--- config.mk ---
export PLATFORM = sky130hd
export DESIGN_NAME = debounced_door_inputs_service_gate
export DESIGN_NICKNAME = d
export VERILOG_FILES = /design/src/sv/ddsg_pkg.sv /design/src/sv/ddsg_lane.sv /design/src/sv/ddsg_merge.sv /design/src/sv/debounced_door_inputs_service_gate.sv
export SDC_FILE = /design/constraint.sdc
export NUM_CORES = 1
export LEC_CHECK = 0
export ABC_AREA = 1
export BUFFER_PORTS_ARGS = -buffer_cell sky130_fd_sc_hd__buf_2
export CORE_UTILIZATION = 40
export CTS_CLUSTER_DIAMETER = 80
export CTS_CLUSTER_SIZE = 20
export DETAILED_ROUTE_END_ITERATION = 10
export PLACE_DENSITY_LB_ADDON = 0.2
export SETUP_SLACK_MARGIN = 0.15
export SLEW_MARGIN = 20
export SYNTH_ARGS = -nofsm -noshare
export SYNTH_HDL_FRONTEND = slang
export SYNTH_SLANG_ARGS = --single-unit
--- constraint.sdc ---
create_clock -name clk -period 5.4 [get_ports clk]
set_input_delay 0.27 -clock clk [delete_from_list [all_inputs] [get_ports clk]]
set_output_delay 0.27 -clock clk [all_outputs]
set_load 0.02 [all_outputs]
--- src/sv/ddsg_pkg.sv ---
// Shared types and constants of the debounce gate.
package ddsg_pkg;

  localparam int NUM_DOORS_DEF = 2;
  localparam int TIME_W        = 32;
  localparam int INTERVAL_W    = 16;

  localparam logic [INTERVAL_W-1:0] DEBOUNCE_RESET = 16'd50;

  localparam logic ACTION_INIT = 1'b0;
  localparam logic ACTION_TICK = 1'b1;

  // What a debounce lane does with the current beat.
  typedef enum logic [1:0] {
    CMD_HOLD,
    CMD_INIT,
    CMD_UPDATE
  } lane_cmd_t;

  // Block-wide flags of one result beat.
  typedef struct packed {
    logic ready;
    logic service_event;
    logic service_mode;
  } status_t;

endpackage

--- src/sv/ddsg_lane.sv ---
// One debounce lane: stable level, candidate level and candidate timestamp.
module ddsg_lane (
  input  logic                            clk,
  input  logic                            rst,
  input  ddsg_pkg::lane_cmd_t             cmd,
  input  logic                            active,
  input  logic [ddsg_pkg::TIME_W-1:0]     now_ms,
  input  logic [ddsg_pkg::INTERVAL_W-1:0] interval,
  output logic                            stable,
  output logic                            changed
);

  logic                        cand;
  logic [ddsg_pkg::TIME_W-1:0] since;
  logic [ddsg_pkg::TIME_W-1:0] since_next;
  logic [ddsg_pkg::TIME_W-1:0] elapsed;

  // A new level restarts the hold timer; the elapsed time wraps modulo 2^32.
  assign since_next = (active != cand) ? now_ms : since;
  assign elapsed    = now_ms - since_next;
  assign changed    = (active != stable) &&
                      (elapsed >= {{(ddsg_pkg::TIME_W-ddsg_pkg::INTERVAL_W){1'b0}}, interval});

  always_ff @(posedge clk) begin
    if (rst) begin
      stable <= 1'b0;
      cand   <= 1'b0;
      since  <= '0;
    end else begin
      unique case (cmd)
        ddsg_pkg::CMD_INIT: begin
          stable <= active;
          cand   <= active;
          since  <= now_ms;
        end
        ddsg_pkg::CMD_UPDATE: begin
          cand  <= active;
          since <= since_next;
          if (changed) begin
            stable <= active;
          end
        end
        ddsg_pkg::CMD_HOLD: begin
        end
        default: begin
        end
      endcase
    end
  end

endmodule

--- src/sv/ddsg_merge.sv ---
// Merging stage: turns lane findings into lane commands and the result beat.
module ddsg_merge #(
  parameter int NUM_DOORS = ddsg_pkg::NUM_DOORS_DEF
) (
  input  logic                  fire,
  input  logic                  action,
  input  logic                  svc_ok,
  input  logic                  svc_active,
  input  logic [NUM_DOORS-1:0]  door_active,
  input  logic [NUM_DOORS-1:0]  door_ok,
  input  logic                  is_ready,
  input  logic                  service_enabled,
  input  logic                  svc_stable,
  input  logic                  svc_changed,
  input  logic [NUM_DOORS-1:0]  door_stable,
  input  logic [NUM_DOORS-1:0]  door_flip,
  output ddsg_pkg::lane_cmd_t   svc_cmd,
  output ddsg_pkg::lane_cmd_t   door_cmd [NUM_DOORS],
  output ddsg_pkg::status_t     status,
  output logic [NUM_DOORS-1:0]  door_event,
  output logic [NUM_DOORS-1:0]  door_open
);

  always_comb begin
    logic chain;
    logic svc_new;
    logic resync;
    chain   = svc_ok;
    svc_new = svc_stable ^ svc_changed;
    resync  = svc_changed && !svc_new;
    svc_cmd = ddsg_pkg::CMD_HOLD;
    for (int i = 0; i < NUM_DOORS; i++) begin
      door_cmd[i] = ddsg_pkg::CMD_HOLD;
    end
    status.ready         = is_ready;
    status.service_event = 1'b0;
    status.service_mode  = service_enabled;
    door_event           = '0;
    door_open            = door_stable;

    if (fire && action == ddsg_pkg::ACTION_INIT) begin
      if (svc_ok) begin
        svc_cmd = ddsg_pkg::CMD_INIT;
        // Doors are set up in order; the first failed read stops the chain.
        for (int i = 0; i < NUM_DOORS; i++) begin
          chain = chain & door_ok[i];
          if (chain) begin
            door_cmd[i]  = ddsg_pkg::CMD_INIT;
            door_open[i] = door_active[i];
          end
        end
        if (chain) begin
          status.ready        = 1'b1;
          status.service_mode = svc_active;
        end
      end
    end else if (fire && is_ready && svc_ok) begin
      svc_cmd              = ddsg_pkg::CMD_UPDATE;
      status.service_event = svc_changed;
      if (svc_changed) begin
        status.service_mode = svc_new;
      end
      for (int i = 0; i < NUM_DOORS; i++) begin
        if (door_ok[i]) begin
          if (resync) begin
            door_cmd[i]  = ddsg_pkg::CMD_INIT;
            door_open[i] = door_active[i];
          end else begin
            door_cmd[i]   = ddsg_pkg::CMD_UPDATE;
            door_open[i]  = door_stable[i] ^ door_flip[i];
            door_event[i] = door_flip[i] && !service_enabled && !svc_changed;
          end
        end
      end
    end
  end

endmodule

--- src/sv/debounced_door_inputs_service_gate.sv ---
// Top level of the debounce gate for one service switch and the door contacts.
//
// Usage: each input beat on in_valid/in_ready is an initialise sample (action 0)
// or a debounce tick (action 1) with a millisecond timestamp, the active-low
// raw levels and a read-ok flag for every input. Every input beat yields
// exactly one result beat on out_valid/out_ready.
// The debounce interval is written through cfg_valid/cfg_ready/cfg_data; the
// port is always ready and should be written only while the block is idle.
// Results are registered; the per-lane subtract and compare run in parallel,
// followed by the merging stage. Throughput is one beat per cycle while
// in_ready is high. The result sits in an output register backed by one skid
// register, so an input beat is still accepted while one result waits;
// in_ready falls only when both are full, that is once the receiver has
// stalled with two results held. Reset clears all debounce state, drops the
// internal ready and service mode flags, empties both result registers and
// restores the interval to 50 ms.
module debounced_door_inputs_service_gate #(
  parameter int NUM_DOORS = ddsg_pkg::NUM_DOORS_DEF
) (
  input  logic                            clk,
  input  logic                            rst,
  input  logic                            in_valid,
  output logic                            in_ready,
  input  logic                            action,
  input  logic [ddsg_pkg::TIME_W-1:0]     now_ms,
  input  logic                            service_level,
  input  logic                            service_read_ok,
  input  logic [NUM_DOORS-1:0]            door_levels,
  input  logic [NUM_DOORS-1:0]            door_read_ok,
  input  logic                            cfg_valid,
  output logic                            cfg_ready,
  input  logic [ddsg_pkg::INTERVAL_W-1:0] cfg_data,
  output logic                            out_valid,
  input  logic                            out_ready,
  output logic                            ready_res,
  output logic                            service_event,
  output logic                            service_mode,
  output logic [NUM_DOORS-1:0]            door_event,
  output logic [NUM_DOORS-1:0]            door_open
);

  logic [ddsg_pkg::INTERVAL_W-1:0] interval;
  logic                            is_ready;
  logic                            service_enabled;
  logic                            fire;

  ddsg_pkg::lane_cmd_t svc_cmd;
  ddsg_pkg::lane_cmd_t door_cmd [NUM_DOORS];
  logic                svc_stable;
  logic                svc_changed;
  logic [NUM_DOORS-1:0] door_stable;
  logic [NUM_DOORS-1:0] door_flip;
  logic [NUM_DOORS-1:0] door_active;

  ddsg_pkg::status_t    res_status;
  logic [NUM_DOORS-1:0] res_door_event;
  logic [NUM_DOORS-1:0] res_door_open;

  // Skid register holding a second result while the receiver stalls.
  logic                 skid_valid;
  ddsg_pkg::status_t    skid_status;
  logic [NUM_DOORS-1:0] skid_door_event;
  logic [NUM_DOORS-1:0] skid_door_open;

  assign in_ready    = !skid_valid;
  assign fire        = in_valid && in_ready;
  assign cfg_ready   = 1'b1;
  assign door_active = ~door_levels;

  // The service switch lane.
  ddsg_lane u_svc_lane (
    .clk      (clk),
    .rst      (rst),
    .cmd      (svc_cmd),
    .active   (~service_level),
    .now_ms   (now_ms),
    .interval (interval),
    .stable   (svc_stable),
    .changed  (svc_changed)
  );

  // One lane per door contact, all working on the same beat.
  for (genvar g = 0; g < NUM_DOORS; g++) begin : g_door
    ddsg_lane u_door_lane (
      .clk      (clk),
      .rst      (rst),
      .cmd      (door_cmd[g]),
      .active   (door_active[g]),
      .now_ms   (now_ms),
      .interval (interval),
      .stable   (door_stable[g]),
      .changed  (door_flip[g])
    );
  end

  ddsg_merge #(
    .NUM_DOORS (NUM_DOORS)
  ) u_merge (
    .fire            (fire),
    .action          (action),
    .svc_ok          (service_read_ok),
    .svc_active      (~service_level),
    .door_active     (door_active),
    .door_ok         (door_read_ok),
    .is_ready        (is_ready),
    .service_enabled (service_enabled),
    .svc_stable      (svc_stable),
    .svc_changed     (svc_changed),
    .door_stable     (door_stable),
    .door_flip       (door_flip),
    .svc_cmd         (svc_cmd),
    .door_cmd        (door_cmd),
    .status          (res_status),
    .door_event      (res_door_event),
    .door_open       (res_door_open)
  );

  // Configuration and block-wide mode flags.
  always_ff @(posedge clk) begin
    if (rst) begin
      interval        <= ddsg_pkg::DEBOUNCE_RESET;
      is_ready        <= 1'b0;
      service_enabled <= 1'b0;
    end else begin
      if (cfg_valid && cfg_ready) begin
        interval <= cfg_data;
      end
      if (fire) begin
        is_ready        <= res_status.ready;
        service_enabled <= res_status.service_mode;
      end
    end
  end

  // Output register and skid register. A new result goes straight to the
  // output when it is free or being taken, otherwise it parks in the skid.
  always_ff @(posedge clk) begin
    if (rst) begin
      out_valid  <= 1'b0;
      skid_valid <= 1'b0;
    end else begin
      if (out_ready || !out_valid) begin
        if (skid_valid) begin
          out_valid     <= 1'b1;
          ready_res     <= skid_status.ready;
          service_event <= skid_status.service_event;
          service_mode  <= skid_status.service_mode;
          door_event    <= skid_door_event;
          door_open     <= skid_door_open;
          skid_valid    <= 1'b0;
        end else if (fire) begin
          out_valid     <= 1'b1;
          ready_res     <= res_status.ready;
          service_event <= res_status.service_event;
          service_mode  <= res_status.service_mode;
          door_event    <= res_door_event;
          door_open     <= res_door_open;
        end else begin
          out_valid <= 1'b0;
        end
      end else if (fire) begin
        skid_valid      <= 1'b1;
        skid_status     <= res_status;
        skid_door_event <= res_door_event;
        skid_door_open  <= res_door_open;
      end
    end
  end

endmodule

==> impl_metrics.json, run 1 <==
{
  "synth.most_common_cell": "nand2_1",
  "r2r_slack_ns": 0.35,
  "yosysWarnings": 0,
  "power.switching_mw": 1.81,
  "ys_types": 53,
  "synth_top_area_share_pct": 17.3,
  "yosys.area.top_type": "nand2_1",
  "rsz0062_at_grt": "no",
  "grt_max_degree": 97,
  "overflow": 0,
  "crit_path_max_incr_delay_ns": 0.35,
  "die_h_um": 194,
  "min_path_cells": 3,
  "first_global_vias": 14800,
  "drive_gt1_share_pct": 13.7,
  "arrival_ns": 5.37,
  "htree_levels": 4,
  "cts-root-buf": "clkbuf_16",
  "synth-seq-cells": 136,
  "endpoint_kind": "flip-flop",
  "grt_antenna_before_repair": 0,
  "synth_area_sq_um": 14800,
  "pwr-share-seq_pct": 25.8,
  "ys.flop_type": "dfxtp_1",
  "syn_nets": 2647,
  "final_antenna_net_count": 0,
  "rr_startpoint": "u_svc_lane.cand$_SDFFE_PP0P_",
  "async_flop_share_pct": 0,
  "grt_pass1_wl_um": 87100,
  "maxCapViolCount": 0,
  "maxSlewHeadroom_pct": 28.4,
  "worst_slew_pin_slew_ns": 1.07,
  "drt_iter0_drc": 1507,
  "cts_inserted_buffers": 17,
  "final-instance-count-excl-fill": 3043,
  "internal-power_mw": 2.38,
  "r2r_end": "g_door[0].u_door_lane.since[8]$_SDFFE_PP0P_",
  "cts.clk_slew.worst_paths_ns": 0.06,
  "post-route-period-util_pct": 93.5,
  "cts_tree": "done",
  "num_io_pins": 70,
  "cp-start-kind": "flip-flop",
  "route.met2.wl_um": 26200,
  "synth_edf_count": 14,
  "leakage_nw": 8.42,
  "timing.final.ws_setup_ns": 0.352,
  "pre_cts_ws_ns": -0.0535,
  "drv_slew": 0,
  "gp_congestion": 1.04,
  "clock_latency_ns": 0.44,
  "fill_cells": 3810,
  "p_total_mw": 4.19,
  "fin_crit_ns": 5.05,
  "viasPerCell": 5.54,
  "core_area_sq_um": 36500,
  "clock_skew_ns": 0.00994,
  "setup_viol": 0,
  "avgSynthCellArea_sq_um": 6.00,
  "combPwrFrac_pct": 47.0,
  "holdWs_ns": 0.0516,
  "wl_met1_um": 26700,
  "drcViolationCount": 0,
  "rows": 70,
  "status": "completed",
  "dp_cells": 2975,
  "crit_top_cell": "inv_1",
  "syn_to_final_growth_pct": 15.9,
  "drt_wl_total_um": 59100,
  "synth_top_cells_by_count": "nand2_1, inv_1, nor2_1",
  "rr_worst_depth": 35,
  "hold_end": "interval[4]$_SDFFE_PP1P_",
  "min_path_type": "input pin to flip-flop",
  "crit_slowest_cell": "ha_2",
  "yosysSeqAreaShare_pct": 19.4,
  "worstSetupPathType": "flip-flop to flip-flop",
  "diodes": 0,
  "synth.area.top_cells": "nand2_1, dfxtp_1, ha_1, inv_1, o21ai_0",
  "drtPass1Iterations": 5,
  "grtUsageTotal_pct": 30.1,
  "critPathRequiredTime_ns": 5.73,
  "portBuffers": 68,
  "powerDensity_nw_per_um2": 244,
  "wl_met3_um": 4390,
  "routed.top_layer": "met4",
  "ir_drop_mv": 0.236,
  "num_vias": 16900,
  "synth_cells": 2463,
  "cp_max_fo": 21,
  "nNetsFinal": 2746,
  "initial_core_util_pct": 40.5,
  "fmaxAchievable_mhz": 198,
  "wl_per_cell_um": 19.4,
  "die_w_um": 194,
  "clock-sinks": 136,
  "clockPowerShare_pct": 27.2,
  "hpwlAfterDp_um": 45900,
  "switching_share_pct": 43.3,
  "die_area_sq_um": 37700,
  "cts_hold_buf": 0,
  "hold_viol": 0,
  "hp-start": "cfg_data[4]",
  "clock_path_buffers": 2
}
-- how the worst max path moves through the flow --
stage / end / start / slack (ns)
6_report: g_door[0].u_door_lane.since[8]$_SDFFE_PP0P_ / u_svc_lane.cand$_SDFFE_PP0P_ / 0.35
5_1_grt: g_door[0].u_door_lane.since[12]$_SDFFE_PP0P_ / u_svc_lane.cand$_SDFFE_PP0P_ / 0.11
4_1_cts: g_door[1].u_door_lane.since[28]$_SDFFE_PP0P_ / u_svc_lane.cand$_SDFFE_PP0P_ / 0.15
3_5_place_dp: g_door[1].u_door_lane.since[24]$_SDFFE_PP0P_ / service_level / -0.05
3_3_place_gp: g_door[1].u_door_lane.since[24]$_SDFFE_PP0P_ / service_level / 0.15
2_1_floorplan: g_door[1].u_door_lane.since[12]$_SDFFE_PP0P_ / u_svc_lane.cand$_SDFFE_PP0P_ / 0.49
-- power by group through the flow --
stage / Sequential (mW) / Combinational (mW) / Clock [mW]
2_1_floorplan: 1.10 / 1.26 / 0
3_3_place_gp: 1.10 / 1.78 / 0
3_5_place_dp: 1.10 / 1.80 / 0
4_1_cts: 1.08 / 1.81 / 1.14
5_1_grt: 1.08 / 2.18 / 1.19
6_report: 1.08 / 1.97 / 1.14
-- metal layers --
metal  up-vias  track usage (%)
li1       8278                -
met1      7791             41.4
met2       677             48.4
met3       113             4.02
met4         0             9.29
met5         -                0
-- cells in the final DEF, fill, tap and decap left out, types with 7 or more instances in the layout --
cell type,count
buf_4,58
o221ai_1,13
a31oi_1,24
nand2_4,13
buf_2,68
nand4_1,29
nand3_2,12
o211ai_1,46
inv_2,12
nand2_2,39
ha_1,115
nor3_1,28
nor2_4,7
nand2_1,661
nor2_1,203
o21ai_1,17
o21ai_0,164
nand3_4,9
xnor2_1,8
o21bai_1,11
clkinvlp_4,7
a211oi_1,13
nor2_2,23
xor2_1,38
a21oi_2,8
edfxtp_1,14
dfxtp_1,121
inv_1,356
nand3_1,165
or2_2,15
a21o_1,12
a21oi_1,141
a21boi_0,7
nand3b_1,9
o21ai_2,7
clkbuf_16,23
-- repair_timing --
item | 4_1_cts | 5_1_grt
gates resized for setup | 8 | 113
pin swaps | 0 | 35
setup buffers | 1 | 27
cloned | 0 | 8
hold endpoints to repair | 0 | 0
endpoints found under the setup margin | 28 | 71
-- sequential cells by signal, indices dropped and copies added (netlist names) --
signal	cells
g_door.u_door_lane.cand	2
interval	16
is_ready	1
skid_door_event	2
service_event	1
service_enabled	1
out_valid	1
g_door.u_door_lane.stable	2
u_svc_lane.cand	1
skid_status	3
door_open	2
g_door.u_door_lane.since	64
service_mode	1
skid_valid	1
u_svc_lane.stable	1
skid_door_open	2
ready_res	1
door_event	2
u_svc_lane.since	32
-- cell type report --
| type | count | area [sq um] | share of cell area [%] |
|---|---|---|---|
| multi-input cells | 1889 | 10600 | 61.7 |
| flip-flops and latches | 136 | 2860 | 16.7 |
| inverters | 373 | 1420 | 8.28 |
| repair buffers | 144 | 1130 | 6.60 |
| well taps | 468 | 586 | 3.42 |
| clock buffers | 18 | 429 | 2.51 |
| clock inverters | 14 | 126 | 0.738 |
| repair inverters | 1 | 7.51 | 0.0438 |
-- critical path, delay by kind of cell, from the launching register on --
family,cells,cell delay [ns]
buffers and inverters,12,1.37
AOI/OAI and AO/OA,7,1.14
and+or+nand+nor,12,1.13
xor gates and xnor gates,1,0.16
adders and majority gates,3,0.80
DFF,1,0.33
-- through the flow --
stage / util, % / cell area, sq um / setup TNS [ns]
finish: 46.9 / 17100 / 0
floorplan: - / 14800 / 0
CTS: 44.8 / 16400 / 0
global placement: 43.2 / 15800 / 0
detailed placement: 43.2 / 15800 / -0.406
global route: 46.9 / 17100 / 0
-- cell families after synthesis --
| logic type | count (synthesis) | share of synthesized area, % |
|---|---|---|
| other | 1 | 0.0254 |
| and+or+nand+nor | 1226 | 36.5 |
| adders and majority gates | 124 | 10.5 |
| xor gates and xnor gates | 48 | 2.84 |
| DFF | 136 | 19.4 |
| AOI/OAI and AO/OA | 490 | 19.3 |
| buffers and inverters | 438 | 11.4 |
Power figures use the tool's default switching activity.
==> inputs of run 2 (changes only) <==
- RECOVER_POWER: unset -> 100
==> impl_metrics.json, run 2 (synthesized netlist as in run 1, its figures left out) <==
{
  "cp_max_fo": 21,
  "grt_antenna_before_repair": 0,
  "drcViolationCount": 0,
  "min_path_cells": 3,
  "clock-sinks": 136,
  "maxCapViolCount": 0,
  "fmaxAchievable_mhz": 198,
  "endpoint_kind": "flip-flop",
  "rows": 70,
  "crit_path_start": "u_svc_lane.cand$_SDFFE_PP0P_",
  "diodes": 0,
  "cts.clk_slew.worst_paths_ns": 0.06,
  "final_util_pct": 46.8,
  "first_global_vias": 14800,
  "setup_tns_ns": 0,
  "grt_max_degree": 97,
  "final_cell_mix": "nand2_1, inv_1, nor2_1, nand3_1, o21ai_0",
  "wl_per_cell_um": 19.4,
  "cp.depth": 35,
  "worst_slew_pin_slew_ns": 1.48,
  "cp.buffers_inverters": 12,
  "drv_slew": 0,
  "setup_viol": 0,
  "num_vias": 16800,
  "crit_slowest_cell": "ha_2",
  "ir_drop_mv": 0.236,
  "cts_hold_buf": 0,
  "final_antenna_net_count": 0,
  "core_area_sq_um": 36500,
  "pre_cts_ws_ns": -0.0535,
  "rsz0062_at_grt": "no",
  "timing.final.ws_setup_ns": 0.356,
  "syn_to_final_growth_pct": 15.7,
  "grt_pass1_wl_um": 87100,
  "r2r_slack_ns": 0.36,
  "die_w_um": 194,
  "die_area_sq_um": 37700,
  "overflow": 0,
  "htree_levels": 4,
  "drtPass1Iterations": 6,
  "critPathTopFamily": "buffers and inverters",
  "maxSlewHeadroom_pct": 1.54,
  "gp_congestion": 1.04,
  "hold_viol": 0,
  "clock_path_buffers": 2,
  "cts_tree": "done",
  "crit_top_cell": "inv_1",
  "post-route-period-util_pct": 93.4,
  "rr_worst_depth": 35,
  "status": "completed",
  "worstSetupPathType": "flip-flop to flip-flop",
  "cts_inserted_buffers": 17,
  "fin_crit_ns": 5.04,
  "die_h_um": 194,
  "grtUsageTotal_pct": 30.1,
  "portBuffers": 68,
  "rr_startpoint": "u_svc_lane.cand$_SDFFE_PP0P_",
  "largest_reg_flops": 64,
  "drt_wl_total_um": 59100,
  "viasPerCell": 5.54,
  "nNetsFinal": 2746,
  "leakage_nw": 8.39,
  "num_io_pins": 70,
  "final_common_cell": "nand2_1",
  "critPathRequiredTime_ns": 5.73,
  "initial_core_util_pct": 40.5,
  "clock_skew_ns": 0.00879,
  "drt_iter0_drc": 1491,
  "min_path_type": "input pin to flip-flop",
  "crit_path_max_incr_delay_ns": 0.35,
  "drive_gt1_share_pct": 13.2,
  "top_regs": "g_door.u_door_lane.since (64), u_svc_lane.since (32), interval (16)",
  "hp-start": "cfg_data[4]",
  "cts-root-buf": "clkbuf_16",
  "holdWs_ns": 0.0542,
  "powerDensity_nw_per_um2": 245,
  "regMostFlops": "g_door.u_door_lane.since",
  "cp-start-kind": "flip-flop",
  "clock_latency_ns": 0.44,
  "arrival_ns": 5.37,
  "hpwlAfterDp_um": 45900
}
run 2: changes by cell type in the layout (fill, tap and decap cells not counted), sizes merged:
cell,change
buf,-12
clkbuf,+12
run 2: area by class of cell:
| type | count | area, sq um |
|---|---|---|
| repair inverters | 1 | 7.51 |
| multi-input cells | 1889 | 10600 |
| inverters | 373 | 1420 |
| repair buffers | 144 | 1110 |
| well taps | 468 | 586 |
| fillers | 3821 | 19400 |
| clock buffers | 18 | 429 |
| flip-flops and latches | 136 | 2860 |
| clock inverters | 14 | 126 |
run 2: worst register-to-register path, delay by kind of cell (launching register included):
family          cells  cell delay [ns]
compound gates      7             1.15
xor+xnor            1             0.16
fa+ha+maj           3             0.80
buf+inv            12             1.39
flops               1             0.33
simple gates       12             1.13
run 2: power by group:
| part | total, mW | internal [mW] | switching [mW] |
|---|---|---|---|
| Combinational | 1.97 | 0.681 | 1.29 |
| Clock | 1.14 | 0.635 | 0.503 |
| Sequential | 1.08 | 1.06 | 0.0207 |
run 2: routing by layer:
metal	track usage (%)	wire [um]	part of all wire (%)
met5	0	0	0
met4	9.29	1780	3.0
met3	4.02	4210	7.1
met2	48.4	26200	44
met1	41.4	26900	46
run 2: per-stage QoR:
step | cells | instance area [sq um] | power [mW]
detailed placement | 2975 | 15800 | 2.90
CTS | 3008 | 16400 | 4.03
global placement | 2975 | 15800 | 2.88
floorplan | 2463 | 14800 | 2.36
finish | 3043 | 17100 | 4.18
global route | 3043 | 17100 | 4.45
run 2: path summary, 6_finish.rpt:
| path | end |
|---|---|
| worst max-delay path | g_door[0].u_door_lane.since[8]$_SDFFE_PP0P_ |
| worst min-delay path | interval[4]$_SDFFE_PP1P_ |
| worst min register to register | g_door[0].u_door_lane.since[31]$_SDFFE_PP0P_ |
| worst max register to register | g_door[0].u_door_lane.since[8]$_SDFFE_PP0P_ |
run 2: what timing repair did:
action                                  CTS  global route
buffers inserted                          1            27
pin swaps                                 0            35
resized for setup                         8           113
endpoints found under the setup margin   28            71
cloned                                    0             8
